**src/rtl/core/bis_pkg.sv**
```systemverilog
// Shared types and constants of the bilinear image scaler.
`default_nettype none

package bis_pkg;

    localparam int PIX_W   = 8;
    localparam int DIM_W   = 9;
    localparam int STEP_W  = 25;
    localparam int COORD_W = 10;
    localparam int FRAC_W  = 8;
    localparam int MUL_A_W = STEP_W + 1;
    localparam int MUL_B_W = COORD_W + 1;
    localparam int PROD_W  = MUL_A_W + MUL_B_W;
    localparam int POS_W   = COORD_W + STEP_W;
    localparam int CFG_IDX_W = 2;

    localparam logic REQ_LOAD  = 1'b0;
    localparam logic REQ_QUERY = 1'b1;

    localparam logic [CFG_IDX_W-1:0] CFG_SRC_WIDTH  = 2'd0;
    localparam logic [CFG_IDX_W-1:0] CFG_SRC_HEIGHT = 2'd1;
    localparam logic [CFG_IDX_W-1:0] CFG_STEP_X     = 2'd2;
    localparam logic [CFG_IDX_W-1:0] CFG_STEP_Y     = 2'd3;

    localparam logic [DIM_W-1:0]  DIM_RESET  = 9'd256;
    localparam logic [STEP_W-1:0] STEP_RESET = 25'd65536;

    typedef enum logic [3:0] {
        ST_IDLE,
        ST_MUL_X,
        ST_MUL_Y,
        ST_CHK_Y,
        ST_RD_A,
        ST_RD_B,
        ST_RD_C,
        ST_RD_D,
        ST_LERP_D,
        ST_LERP_M2,
        ST_LERP_P,
        ST_LERP_FIN
    } state_t;

endpackage

`default_nettype wire

```
**src/rtl/core/bis_axis.sv**
```systemverilog
// Maps a scaled position to a neighbour index and fraction, with range check.
`default_nettype none

module bis_axis
    import bis_pkg::*;
#(
    parameter int MAX_DIM = 256
) (
    input  wire logic [POS_W-1:0]           pos,
    input  wire logic [DIM_W-1:0]           size,
    output logic                            err,
    output logic [FRAC_W-1:0]               frac,
    output logic [$clog2(MAX_DIM)-1:0]      ipos
);

    localparam int IP_W = POS_W - 16;
    localparam logic [IP_W:0] MAX_D = (IP_W + 1)'(MAX_DIM);

    logic [IP_W-1:0] ip;
    logic [IP_W:0]   ip_ext;
    logic [IP_W:0]   ip_inc;
    logic [IP_W:0]   size_ext;
    logic [IP_W-1:0] ip_adj;
    logic            moved;

    always_comb
    begin
        ip       = pos[POS_W-1:16];
        ip_ext   = {1'b0, ip};
        ip_inc   = ip_ext + 1'b1;
        size_ext = (IP_W + 1)'(size);
        frac     = pos[15:8];
        // at or past the last column/row: step back one whole pixel
        moved    = (ip_inc >= size_ext);
        if (moved)
        begin
            ip_adj = ip - 1'b1;
            err    = (ip == '0) || (ip_ext >= size_ext) || (ip_ext >= MAX_D);
        end
        else
        begin
            ip_adj = ip;
            err    = (ip_inc >= MAX_D);
        end
        ipos = ip_adj[$clog2(MAX_DIM)-1:0];
    end

endmodule

`default_nettype wire

```
**config.mk**
```make
export PLATFORM = sky130hd
export DESIGN_NAME = bis_axis
export DESIGN_NICKNAME = d
export VERILOG_FILES = /design/src/rtl/core/bis_pkg.sv /design/src/rtl/core/bis_axis.sv
export SDC_FILE = /design/constraint.sdc
export NUM_CORES = 1
export LEC_CHECK = 0
export BUFFER_PORTS_ARGS = -buffer_cell sky130_fd_sc_hd__buf_2
export CAP_MARGIN = 20
export CORE_UTILIZATION = 30
export DETAILED_ROUTE_END_ITERATION = 10
export GPL_TIMING_DRIVEN = 0
export SLEW_MARGIN = 40
export SYNTH_ARGS = -nofsm -noshare
export SYNTH_HDL_FRONTEND = slang
export SYNTH_SLANG_ARGS = --single-unit
```
**constraint.sdc**
```tcl
create_clock -name vclk -period 11.4
set_clock_uncertainty 0.2 [all_clocks]
set_input_delay 2.28 -clock vclk [all_inputs]
set_output_delay 2.28 -clock vclk [all_outputs]
set_load 0.05 [all_outputs]
```
## Word-level counts from Yosys, hierarchy flattened

Index checks and enable logic that the tools add are counted.

| operators by class | value |
|---|---|
| muxes and demuxes | 2 |
| $lt $le $gt $ge | 4 |
| reductions and logical operators | 3 |
| add/subtract/negate cells | 2 |

Operator list:

| cell | count |
|---|---|
| $add A19 B1 Y20 const B | 1 |
| $ge A20 B9 Y1 | 1 |
| $ge A20 B9 Y1 const B | 1 |
| $ge A19 B9 Y1 | 1 |
| $ge A19 B9 Y1 const B | 1 |
| $logic_not A19 Y1 | 1 |
| $mux W8 | 1 |
| $sub A8 B1 Y8 const B | 1 |
| $logic_or A1 B1 Y1 | 2 |
| $mux W1 | 1 |

| storage, ports and cells | value |
|---|---|
| bits in registers | 0 |
| output and inout bits | 17 |

## Longest topological paths before layout

| logic depth | value |
|---|---|
| word-level depth | 4 |
| gate-level depth with buffers | 14 |

## Least setup slack after synthesis

No wires, ideal clock.

| path | value |
|---|---|
| path kind | input to output |
| start point | input port pos[16] |
| end point | output port err |
| data required time | 8,920 ps |
| slack | 3,910 ps |
| arrival time | 5,010 ps |
| stages | 13 |
| buffers on the path | 0 |
| cell sequence | ha_1 nand2_1 nor2_1 and3_1 xnor2_1 inv_1 ha_1 nand3_1 o221ai_1 a31oi_1 o2111ai_1 nor2_2 mux2i_1 |

| on the way | value |
|---|---|
| longest elaborated chain between the ends | 4 |
| elaborated cells between the ends (all ways) | 9 |

Ends and longest elaborated chain:

| item | RTL line | source |
|---|---|---|
| start, declared | bis_axis.sv:9 | `input wire logic [POS_W-1:0] pos,` |
| parallel branches: the longest is 3 deep, another holds $add A19 B1 Y20 | n/a |  |
| $mux W1 * | bis_axis.sv:35 | `if (moved)` |
| end, declared | bis_axis.sv:11 | `output logic err,` |

Every way passes the cells marked *.

## Worst setup path in the final report

| path | value |
|---|---|
| start point | input port pos[16] |
| end point | output port ipos[3] |

| on the way | value |
|---|---|
| longest elaborated chain between the ends | 3 |
| elaborated cells between the ends (all ways) | 4 |

Ends and longest elaborated chain:

| item | RTL line | source |
|---|---|---|
| $add A19 B1 Y20 | bis_axis.sv:30 | `ip_inc = ip_ext + 1'b1;` |
| $ge A20 B9 Y1 | bis_axis.sv:34 | `moved = (ip_inc >= size_ext);` |
| $mux W8 * | bis_axis.sv:35 |  |
| end, declared | bis_axis.sv:13 | `output logic [$clog2(MAX_DIM)-1:0] ipos` |

Every way passes the cells marked *; elsewhere a longest branch is shown, timed or not.

==> metrics.md <==
| Metric | Value |
|---|---|
| Cell variety after synth | `39` |
| GRT Resource Usage Total | `0.146` |
| Number of core rows | `21` |
| DIE WIDTH | `approximately 64 um` |
| Top cells by count, synth | `21 x ha_1, 15 x inv_1, 10 x nand2_1, 10 x nor2_1` |
| Share of layout cells above drive strength 1 | `0.335` |
| Critical-path top delay cell | `nor2_2` |
| Outcome | `complete, no violations` |
| Synth Area per Inst | `7.28 um^2` |
| Fin Hold WS | `about 4.7 ns` |
| Ant. Diodes | `0` |
| Per-cell routed wire length | `11.4 um` |
| Final period util | `0.688` |
| Hold Fails Final Rpt | `0` |
| Pre-Repair DR Iteration Count | `4` |
| PortBufs | `44` |
| Hold buffers post-CTS | `0` |
| Die height | `about 64 um` |
| Pwr/cell area | `between 40 and 50 nW/um^2` |
| Vias in the first global route | `around 1200` |
| Residual DRC count | `0` |
| Crit path cell chain | `buf_2 -> ha_1 -> nand2_1 -> nor2_1 -> and3_1 -> xnor2_1 -> inv_1 -> ha_1 -> nand3_1 -> o221ai_1 -> a31oi_1 -> o2111ai_1 -> nor2_2 -> nand2b_1 -> xnor2_1 -> buf_2` |
| Ys Warns | `0` |
| Slew Limit Fails | `0` |
| Top Ports | `61` |
| Sequential fraction of the synthesis area | `0` |
| Slew Limit Headroom | `0.742` |
| DR vias/cell | `4.89` |
| PostCTS Resize Cnt | `0` |
| Bufs and invs on worst path | `3` |
| Final WL | `2810 um` |
| # clk buffers | `0` |
| RSZ-0062 raised after global routing | `false` |
| Measured slew at the worst slew-check pin | `0.384 ns` |
| Final sequential cell count | `0` |
| Via Count | `1204` |
| Starting Density | `0.328` |
| Max_cap viols | `0` |
| Total Nets Final | `267` |
| Synthesized Nets | `221` |
| Critical path type | `in -> out` |
| Critical path launch point type | `primary input` |
| Global-route wire length before repair | `just over 5000 um` |
| Min-delay src | `pos[13]` |
| Final setup violation count | `0` |
| Top Family by Delay on Critical Path | `simple AND/OR/NAND/NOR gates` |
| Area contributors post-synth | `ha_1 23%, xnor2_1 6.9%, buf_4 5.9%` |
| Worst hold path type | `in -> out` |
| Post-route setup TNS | `0 ns` |
| Mapped Cells | `between 150 and 200` |
| Antenna viol nets, final | `0` |
| Core area | `3470 um^2` |
| Count leader, synth | `ha_1` |
| Worst Path Arrival | `5.37 ns` |
| Minimum clock period | `~7.8 ns` |
| Synth top area share | `0.231` |
| DRT iter0 DRCs | `50` |
| Area growth from synthesis to layout | `24.4%` |
| CP Capture Type | `output pin` |
| Worst path max stage delay | `between 0.3 and 0.4 ns` |
| Register Area | `0 um^2` |
| Die area | `4040 um^2` |
| Largest net degree at the start of global routing | `10` |
| DP Wirelength | `about 2400 um` |
| GP Congestion | `approximately 0.81` |
| Leading area contributor after synthesis | `ha_1` |
| Mapped Area | `1140 um^2` |
| Post CTS Setup Buffer Count | `0` |
| Worst EP required | `8.92 ns` |
| Crit path from | `pos[16]` |
| Fmax | `between 0.1 and 0.15 GHz` |
| Initial antenna violation count | `0` |
| Leakage Power | `0.694 nW` |
| Max VDD drop | `26.5 uV` |
| Crit path max fanout | `8` |
| Grt ovf | `0` |
metal layers:
metal | global-route usage | vias to the layer above | wire [um]
li1 | - | 645 | -
met1 | 0.215 | 516 | 1420
met2 | 0.246 | 43 | 1220
met3 | 0.00543 | 0 | 165
met4 | 0 | 0 | 0
met5 | 0 | - | 0
stage by stage:
stage	utilization	cells	power (mW)	worst slack, ns	cell area, um^2
2_1_floorplan	-	156	0.0400	3.91	1140
3_3_place_gp	0.408	246	0.0566	3.60	1410
3_5_place_dp	0.408	246	0.0567	3.60	1410
4_1_cts	0.408	246	0.0571	3.59	1410
5_1_grt	0.408	246	0.0636	3.27	1410
6_report	0.408	246	0.0567	3.55	1410
power breakdown:
group | switching (mW) | internal [mW]
registers | 0 | 0
clock network | 0 | 0
logic | 0.0355 | 0.0212
layout make-up:
class | instances | area [um^2]
buffer | 13 | 118
fill | 391 | 2050
multi-input combinational | 128 | 962
inverter | 15 | 56.3
tap | 46 | 57.6
timing repair buffer | 44 | 220
logic make-up (layout without fill, tap and decap cells):
logic type,count (synthesis),in the layout,share of synthesized area
muxes,4,4,0.0352
xor gates and xnor gates,15,15,0.116
adders and majority gates,21,21,0.231
AOI/OAI and AO/OA,25,25,0.146
and+or+nand+nor,63,63,0.318
buffers and inverters,28,72,0.153
path summary, 6_finish.rpt:
kind | slack (ns) | endpoint | cells past startpoint
worst min-delay path | 4.66 | frac[5] | 2
worst max-delay path | 3.55 | ipos[3] | 16
placed cells by master (no fill, tap or decap), types with 2 or more instances in the layout:
| cell | instances |
|---|---|
| nand2b_1 | 4 |
| a31oi_1 | 2 |
| nor3_1 | 7 |
| and3_1 | 2 |
| mux2i_1 | 4 |
| or4_1 | 3 |
| inv_1 | 15 |
| xnor2_1 | 9 |
| clkbuf_8 | 2 |
| and3_2 | 2 |
| nand3_1 | 8 |
| buf_2 | 44 |
| xor2_1 | 6 |
| nor2_1 | 10 |
| nand2_1 | 10 |
| o21ai_0 | 5 |
| a21oi_1 | 6 |
| buf_6 | 2 |
| nor4_1 | 4 |
| ha_1 | 21 |
| buf_4 | 9 |
| nand4_1 | 4 |
| o31ai_1 | 3 |
| o221ai_1 | 2 |
(Power assumes the default switching activity.)
