`src/rtl/core/bis_pkg.sv`:
```
// Shared types and constants of the bilinear image scaler.
`default_nettype none

package bis_pkg;

    localparam int PIX_W   = 8;
    localparam int DIM_W   = 9;
    localparam int STEP_W  = 25;
    localparam int COORD_W = 10;
    localparam int FRAC_W  = 8;
    localparam int MUL_A_W = STEP_W + 1;
    localparam int MUL_B_W = COORD_W + 1;
    localparam int PROD_W  = MUL_A_W + MUL_B_W;
    localparam int POS_W   = COORD_W + STEP_W;
    localparam int CFG_IDX_W = 2;

    localparam logic REQ_LOAD  = 1'b0;
    localparam logic REQ_QUERY = 1'b1;

    localparam logic [CFG_IDX_W-1:0] CFG_SRC_WIDTH  = 2'd0;
    localparam logic [CFG_IDX_W-1:0] CFG_SRC_HEIGHT = 2'd1;
    localparam logic [CFG_IDX_W-1:0] CFG_STEP_X     = 2'd2;
    localparam logic [CFG_IDX_W-1:0] CFG_STEP_Y     = 2'd3;

    localparam logic [DIM_W-1:0]  DIM_RESET  = 9'd256;
    localparam logic [STEP_W-1:0] STEP_RESET = 25'd65536;

    typedef enum logic [3:0] {
        ST_IDLE,
        ST_MUL_X,
        ST_MUL_Y,
        ST_CHK_Y,
        ST_RD_A,
        ST_RD_B,
        ST_RD_C,
        ST_RD_D,
        ST_LERP_D,
        ST_LERP_M2,
        ST_LERP_P,
        ST_LERP_FIN
    } state_t;

endpackage

`default_nettype wire

```
`src/rtl/core/bis_mul.sv`:
```
// Shared signed multiplier with registered product.
`default_nettype none

module bis_mul
    import bis_pkg::*;
(
    input  wire logic                       clk,
    input  wire logic signed [MUL_A_W-1:0]  a,
    input  wire logic signed [MUL_B_W-1:0]  b,
    output logic      signed [PROD_W-1:0]   prod_reg
);

    always_ff @(posedge clk)
    begin
        prod_reg <= a * b;
    end

endmodule

`default_nettype wire

```
`config.mk`:
```
export PLATFORM = sky130hd
export DESIGN_NAME = bis_mul
export DESIGN_NICKNAME = d
export VERILOG_FILES = /design/src/rtl/core/bis_pkg.sv /design/src/rtl/core/bis_mul.sv
export SDC_FILE = /design/constraint.sdc
export NUM_CORES = 1
export LEC_CHECK = 0
export BUFFER_PORTS_ARGS = -buffer_cell sky130_fd_sc_hd__buf_2
export CAP_MARGIN = 5
export CORE_MARGIN = 2
export CORE_UTILIZATION = 50
export CTS_BUF_LIST = sky130_fd_sc_hd__clkbuf_2
export DETAILED_ROUTE_END_ITERATION = 16
export GPL_ROUTABILITY_DRIVEN = 0
export PLACE_DENSITY = 0.77
export SLEW_MARGIN = 20
export SYNTH_ARGS = -nofsm -noshare
export SYNTH_HDL_FRONTEND = slang
export SYNTH_SLANG_ARGS = --single-unit
```
`constraint.sdc`:
```
create_clock -name clk -period 14.6 [get_ports clk]
set_clock_uncertainty 0.15 [all_clocks]
set_input_delay 1.46 -clock clk [delete_from_list [all_inputs] [get_ports clk]]
set_output_delay 1.46 -clock clk [all_outputs]
set_load 0.01 [all_outputs]
```
## Word-level counts from Yosys, hierarchy flattened

Cells that the tools add are included.

- Register bits: 37
- Bits of input ports: 38

- $mul: 1

Operators with widths:

| operator | number |
|---|---|
| multiplier 26 x 11 -> 37 bit | 1 |

## Logic depth before layout (Yosys ltp)

Gate-level depths: netlist of the first run.

- Depth after elaboration: 1
- Gate-level depth with buffers: 23
- Mapped depth without buffers: 20

## Worst setup path before layout of the first run

Ideal clock, no wire load.

- Kind: input to register
- From: in b[5]
- To: reg prod_reg[33]
- Setup time: 0.133 ns
- Arrival: 6.507 ns
- Slack: 7.810 ns
- Stages on the path: 21
- Cells stage by stage: clkbuf_1 > clkbuf_1 > nand2_1 > fa_1 > inv_1 > fa_1 > fa_1 > fa_1 > inv_1 > fa_1 > inv_1 > ha_1 > clkbuf_2 > o21ai_0 > a21oi_1 > nand2_1 > o32a_2 > a31oi_2 > o41a_1 > mux2i_1 > o2111ai_1

- Longest elaborated chain between the ends: 1

RTL lines:

| element | line | text |
|---|---|---|
| from (decl) | bis_mul.sv:9 | `input wire logic signed [MUL_B_W-1:0] b,` |
| multiplier 26 x 11 -> 37 bit | bis_mul.sv:15 | `prod_reg <= a * b;` |
| to (signal assigned) | bis_mul.sv:15 |  |
| to (decl) | bis_mul.sv:10 | `output logic signed [PROD_W-1:0] prod_reg` |

Every way passes these cells.

## Final worst setup path of the first run

- From: in b[10]
- To: reg prod_reg[33]

The elaborated chain is that of the path after synthesis.

==> impl_metrics.toml, run 1 <==
[yosys]
synth_flop_cell = "dfxtp_1"
synth_top_area_share = 0.4716
syn_avg_cell_area_um2 = 8.959
synth-seq-cells = 37
synthTopCellsByCount = "inv_1 (279), fa_1 (252), nand2_1 (162)"
yosysTopAreaCell = "fa_1"
yosys_warnings = 0
synth_edf_count = 0
synth_area_leaders = "fa_1 (47%), inv_1 (9.8%), ha_1 (9.0%)"
syn_nets = 1561
ys_seq_area_frac = 0.06925
netlist_area_um2 = 10700
async_flop_share = 0
yosysMostFrequentCell = "inv_1"
synthCells = 1194
synth.distinct_cells = 47

[routing]
vias = 7861
routed_wl_um = 23890
route.detailed.drc = 0
drt_pre_antenna_iters = 5
routed_via_density = 5.255
wl_per_cell_um = 15.97
drtAntennaViolNets = 0
drt_iter0_markers = 410

[finish]
drive_above_1_share = 0.07301
final_cells = 1496
area_delta_synth_final_pct = 5.334
largest_reg_flops = 37
fin_nets = 1585

[sta]
fmax_mhz = 146.3
slew_violations = 0
layout_min_cycle_time_ns = 6.834
setup_tns_ns = 0
hold_ws_ns = 1.193
fin_crit_sh = 0.4681
rsz0062_at_grt = "no"
hold_viol_final = 0
max_slew_margin = 0.5066
tightest_slew_ns = 0.7393
finalSetupViolations = 0

[global_route]
grt_pass1_wl_um = 40910
overflow = 0
first_global_vias = 8380
grt.total_usage = 0.2307
grt_max_degree = 27
antenna_found_initial = 2

[clock_network]
clockBufferDepth = 2
clkSinkCount = 37
cts_setup_buffers = 0
cts_tree = "done"
root_buffer = "clkbuf_2"
cts_resized = 0
ctsHoldBuffers = 0
path_clk_slew_ns = 0.23
cts_buffers = 5
h-tree-depth = 2

[worst_setup_path]
cp_cell_sequence = "buf_2 -> inv_1 -> nor2_1 -> fa_1 -> fa_1 -> fa_1 -> fa_1 -> inv_1 -> fa_1 -> inv_1 -> ha_1 -> o21ai_0 -> a21oi_1 -> nand2_1 -> o32a_2 -> a31oi_2 -> o41a_1 -> mux2i_1 -> o2111ai_1"
cp-start-kind = "input port"
required_ns = 14.84
slowest_stage = "inv_1"
cp-end-kind = "flop"
worst-setup-path-type = "in2reg"
critPathMaxStageDelay_ns = 0.55
path_max_fanout = 22
crit_path_frequent_cell = "fa_1"
critPathArrivalTime_ns = 7.08

[floorplan]
dieArea_um2 = 22580
die_h_um = 150.3
rows = 53
start_util = 0.5088
dieWidth_um = 150.3
core_um2 = 21020
ios = 75

[placement]
portBuffers = 74
hpwl_um = 20010
dp_cells = 1486

[hold_path]
hp-class = "in2reg"

[job]
maxCapViolCount = 0

[run_status]
status = "finished clean"
## per-layer routing
metal / up-vias / wire, um / track usage
met2: 257 / 12360 / 0.3959
met4: 0 / 573 / 0.06840
met3: 49 / 1536 / 0.03697
met1: 4006 / 9410 / 0.3025
li1: 3549 / - / -
met5: - / 0 / 0
## path summary, 6_finish.rpt
check	slack (ns)	from	depth (start not counted)	end
worst max-delay path	7.77	b[10]	19	prod_reg[33]$_DFF_P_
worst min-delay path	1.19	a[0]	2	prod_reg[0]$_DFF_P_
## placed cells by master, fill, tap and decap left out, types with 2 or more instances in the layout
cell and instances:
a2111oi_2 2, a211oi_1 4, a21o_1 12, a21oi_1 34, a31oi_1 2, and2_1 114, and3_1 4, buf_2 74
clkbuf_2 5, dfxtp_1 37, diode_2 2, fa_1 252, ha_1 77, inv_1 279, nand2_1 162, nand2b_1 12
nand3_1 4, nor2_1 43, nor2b_1 2, nor3_1 7, nor4_1 2, o211ai_1 3, o21ai_0 21, o21bai_1 5
or2_2 2, xnor2_1 31, xor2_1 5
## area by class of cell
type,instances,area (um^2)
tap,275,344.1
inverter,279,1047
timing repair buffer,74,370.4
clock buffer,5,25.02
clock inverter,3,41.29
fill,1870,9754
antenna,2,5.005
multi-input combinational,821,8693
sequential,37,740.7
## critical path: cells and delay by family
family	cells	cell delay, ns
AOI/OAI and AO/OA	6	1.55
adders and majority gates	6	2.85
buffers and inverters	4	0.79
muxes	1	0.20
and+or+nand+nor	2	0.23
## logic make-up (layout without fill, tap and decap cells)
kind of cell,count (synthesis),after routing,synth area share
AOI/OAI and AO/OA,98,98,0.05989
xor gates and xnor gates,36,36,0.02948
adders and majority gates,329,329,0.5617
buffers and inverters,336,361,0.1180
DFF,37,37,0.06925
muxes,1,1,0.0009358
other,0,2,0
and+or+nand+nor,357,357,0.1607
## metrics by stage
stage,setup WS (ns),util,cell area [um^2]
2_1_floorplan,7.810,-,10700
3_3_place_gp,7.365,0.5326,11200
3_5_place_dp,7.251,0.5326,11200
4_1_cts,7.822,0.5357,11260
5_1_grt,7.541,0.5359,11260
6_report,7.766,0.5360,11270
Power of run 1 is left out: the tool's default activity adds up to more than one toggle a clock period on the data nets, which glitch-free logic cannot reach.
==> run 2: changes to the inputs <==
clock period = 6.6 ns   (was 14.6 ns; I/O delays follow)
==> impl_metrics.toml, run 2 (synthesized netlist as in run 1, its figures left out) <==
[hold_path]
whs_path_depth = 2
holdCritStartpoint = "a[0]"
holdPathEnd = "prod_reg[0]$_DFF_P_"
hp-class = "in2reg"

[sta]
rsz0062_at_grt = "no"
slew_violations = 0
fin_crit_sh = 0.9228
fmax_mhz = 164.2
layout_min_cycle_time_ns = 6.090
setup_tns_ns = 0
max_slew_margin = 0.5912
tightest_slew_ns = 0.6120
hold_viol_final = 0
finalSetupViolations = 0

[global_route]
grt_max_degree = 27
overflow = 0
antenna_found_initial = 3
grt_pass1_wl_um = 42010
grt.total_usage = 0.2388
first_global_vias = 8709

[worst_setup_path]
critPathArrivalTime_ns = 6.34
cp_top_family = "adder cells"
crit_path_frequent_cell = "fa_1"
cp_cell_sequence = "buf_2 -> nand2_1 -> fa_1 -> fa_1 -> fa_1 -> inv_1 -> fa_1 -> fa_1 -> ha_1 -> o21ai_0 -> a2111oi_2 -> o21bai_1 -> a21oi_1 -> o21ai_0 -> a21boi_0 -> nor4_1 -> a311o_1"
slowest_stage = "a2111oi_2"
cp-end-kind = "flop"
cp-start-kind = "input port"
path_max_fanout = 26
required_ns = 6.85
critPathMaxStageDelay_ns = 0.63
worst-setup-path-type = "in2reg"
path_buf_inv = 2

[floorplan]
ios = 75
dieArea_um2 = 22580
start_util = 0.5088
rows = 53
dieWidth_um = 150.3
die_h_um = 150.3
core_um2 = 21020

[clock_network]
h-tree-depth = 2
clockBufferDepth = 2
clkSinkCount = 37
path_clk_slew_ns = 0.24
cts_resized = 0
cts_setup_buffers = 0
cts_tree = "done"
ctsHoldBuffers = 0
cts_buffers = 5
root_buffer = "clkbuf_2"

[finish]
fin_nets = 1594
drive_above_1_share = 0.08062
final_cell_mix = "inv_1 (279), fa_1 (252), nand2_1 (162)"
final_common_cell = "inv_1"
area_delta_synth_final_pct = 6.328
largest_reg_flops = 37
fill_cells = 1849

[routing]
wl_per_cell_um = 16.67
routed_wl_um = 25100
drt_pre_antenna_iters = 7
drtAntennaViolNets = 0
vias = 8010
route.detailed.drc = 0
drt_iter0_markers = 358
routed_via_density = 5.319

[job]
maxCapViolCount = 0

[placement]
hpwl_um = 20790
portBuffers = 74

[run_status]
status = "finished clean"
run 2: stage by stage:
step / hold slack, ns / setup slack (ns) / area (um^2) / std cells / utilization
3_3_place_gp: 0.9024 / 0.2311 / 11280 / 1495 / 0.5364
4_1_cts: 0.3513 / 0.6374 / 11370 / 1503 / 0.5407
6_report: 0.3902 / 0.5096 / 11370 / 1506 / 0.5410
5_1_grt: 0.3715 / 0.3685 / 11370 / 1505 / 0.5409
3_5_place_dp: 0.9014 / 0.08866 / 11280 / 1495 / 0.5364
2_1_floorplan: 0.7616 / 0.6096 / 10700 / 1194 / -
run 2: how the worst max path moves through the flow:
stage,startpoint,endpoint,slack (ns),cells past startpoint
after detailed placement,b[2],prod_reg[26]$_DFF_P_,0.09,17
after global routing,b[2],prod_reg[36]$_DFF_P_,0.37,18
after global placement,b[2],prod_reg[36]$_DFF_P_,0.23,18
after floorplan,b[5],prod_reg[33]$_DFF_P_,0.61,21
final,b[2],prod_reg[26]$_DFF_P_,0.51,17
after CTS,b[2],prod_reg[36]$_DFF_P_,0.64,18
run 2: layout make-up:
type	count	area, um^2	area share
Multi-Input combinational cell	821	8693	0.7644
Timing Repair Buffer	83	450.4	0.03960
Sequential cell	37	740.7	0.06513
Clock inverter	3	65.06	0.005721
Tap cell	275	344.1	0.03025
Clock buffer	5	25.02	0.002200
Inverter	279	1047	0.09208
Antenna cell	3	7.507	0.0006601
run 2: metal layers:
layer	wire length (um)	track usage
met5	0	0
met4	671	0.07311
met3	1757	0.04545
met2	13170	0.4261
met1	9506	0.2929
Power of run 2 is left out for the same reason.
==> run 3: changes to the inputs <==
ABC_AREA = 1   (was not set)
==> impl_metrics.toml, run 3 <==
[run_status]
status = "finished clean"

[worst_setup_path]
required_ns = 6.84
critPathMaxStageDelay_ns = 0.63
crit_path_frequent_cell = "fa_1"
path_max_fanout = 26
worst-setup-path-type = "in2reg"
path_buf_inv = 4
slowest_stage = "fa_1"
critPathArrivalTime_ns = 5.63
cp-start-kind = "input port"
cp_top_family = "adder cells"
cp-end-kind = "flop"
cp_cell_sequence = "buf_2 -> nand2_1 -> inv_1 -> fa_1 -> fa_1 -> inv_1 -> fa_1 -> fa_1 -> fa_1 -> inv_1 -> ha_1 -> nand2_1 -> nor3_1 -> and2_1 -> nand2_1 -> nand3_1 -> nand2_1"

[yosys]
ys_seq_area_frac = 0.06370
synth.distinct_cells = 30
syn_avg_cell_area_um2 = 7.332
yosys_warnings = 0
synth_flop_cell = "dfxtp_1"
yosysMostFrequentCell = "nand2_1"
synthTopCellsByCount = "nand2_1 (488), inv_1 (478), fa_1 (252)"
synthCells = 1586
syn_nets = 1953
netlist_area_um2 = 11630
synth-seq-cells = 37
synth_edf_count = 0
synth_top_area_share = 0.4338
synth_area_leaders = "fa_1 (43%), nand2_1 (16%), inv_1 (15%)"
async_flop_share = 0
yosysTopAreaCell = "fa_1"

[hold_path]
holdPathEnd = "prod_reg[0]$_DFF_P_"
whs_path_depth = 3
holdCritStartpoint = "a[0]"
hp-class = "in2reg"

[placement]
hpwl_um = 23240
portBuffers = 74

[global_route]
antenna_found_initial = 0
first_global_vias = 10236
grt.total_usage = 0.2487
grt_max_degree = 28
grt_pass1_wl_um = 48100
overflow = 0

[finish]
fill_cells = 2177
drive_above_1_share = 0.07258
final_common_cell = "nand2_1"
largest_reg_flops = 37
area_delta_synth_final_pct = 5.100
diodes = 0
fin_nets = 1978
final_cell_mix = "nand2_1 (488), inv_1 (478), fa_1 (252)"

[clock_network]
cts_tree = "done"
cts_buffers = 5
clkSinkCount = 37
h-tree-depth = 2
cts_setup_buffers = 0
path_clk_slew_ns = 0.23
root_buffer = "clkbuf_2"
ctsHoldBuffers = 0
cts_resized = 0
clockBufferDepth = 2

[sta]
rsz0062_at_grt = "no"
hold_viol_final = 0
slew_violations = 0
finalSetupViolations = 0
fmax_mhz = 185.3
tightest_slew_ns = 1.031
max_slew_margin = 0.3120
layout_min_cycle_time_ns = 5.397
setup_tns_ns = 0
fin_crit_sh = 0.8177

[floorplan]
ios = 75
dieWidth_um = 156.5
rows = 55
core_um2 = 22710
die_h_um = 156.5
start_util = 0.5121
dieArea_um2 = 24490

[routing]
routed_via_density = 4.979
vias = 9446
drt_iter0_markers = 578
route.detailed.drc = 0
drt_pre_antenna_iters = 6
drtAntennaViolNets = 0
wl_per_cell_um = 14.77
routed_wl_um = 28020

[job]
maxCapViolCount = 0
## run 3: worst max-delay path by stage
stage | from | endpoint | slack [ns] | depth (start not counted)
2_1_floorplan | b[2] | prod_reg[35]$_DFF_P_ | 1.43 | 22
3_3_place_gp | b[2] | prod_reg[36]$_DFF_P_ | 0.86 | 17
3_5_place_dp | b[2] | prod_reg[36]$_DFF_P_ | 0.76 | 17
4_1_cts | b[2] | prod_reg[36]$_DFF_P_ | 1.26 | 18
5_1_grt | b[2] | prod_reg[36]$_DFF_P_ | 0.96 | 18
6_report | b[2] | prod_reg[36]$_DFF_P_ | 1.20 | 17
## run 3: cell families (layout without fill, tap and decap cells)
kind of cell,Yosys count,count (layout),share of synthesized area
compound gates,31,31,0.01474
buf+inv,539,565,0.1740
xor+xnor,15,15,0.01130
simple gates,635,635,0.2196
fa+ha+maj,329,329,0.5167
flops,37,37,0.06370
## run 3: metrics by stage
| stage | cells | setup WS [ns] | util | hold slack, ns | area, um^2 |
|---|---|---|---|---|---|
| floorplan | 1586 | 1.426 | - | 0.8140 | 11630 |
| global placement | 1889 | 0.8628 | 0.5352 | 0.8711 | 12150 |
| detailed placement | 1889 | 0.7562 | 0.5352 | 0.8887 | 12150 |
| CTS | 1897 | 1.262 | 0.5382 | 0.4119 | 12220 |
| global route | 1897 | 0.9637 | 0.5382 | 0.4077 | 12220 |
| finish | 1897 | 1.203 | 0.5382 | 0.4195 | 12220 |
## run 3: area by class of cell
type | count | area, um^2 | share of cell area
multi-input cells | 1010 | 8865 | 0.7253
inverters | 481 | 1805 | 0.1477
flip-flops and latches | 37 | 740.7 | 0.06061
repair buffers | 76 | 385.4 | 0.03153
well taps | 285 | 356.6 | 0.02918
clock inverters | 2 | 38.79 | 0.003174
clock buffers | 6 | 30.03 | 0.002457
## run 3: routing by layer
metal	vias to the layer above	global-route usage	routed length [um]
met3	84	0.02631	1745
met2	363	0.4733	14800
met5	-	0	0
met1	4549	0.2930	10650
met4	0	0.07776	826
li1	4450	-	-
Power of run 3 is left out for the same reason.
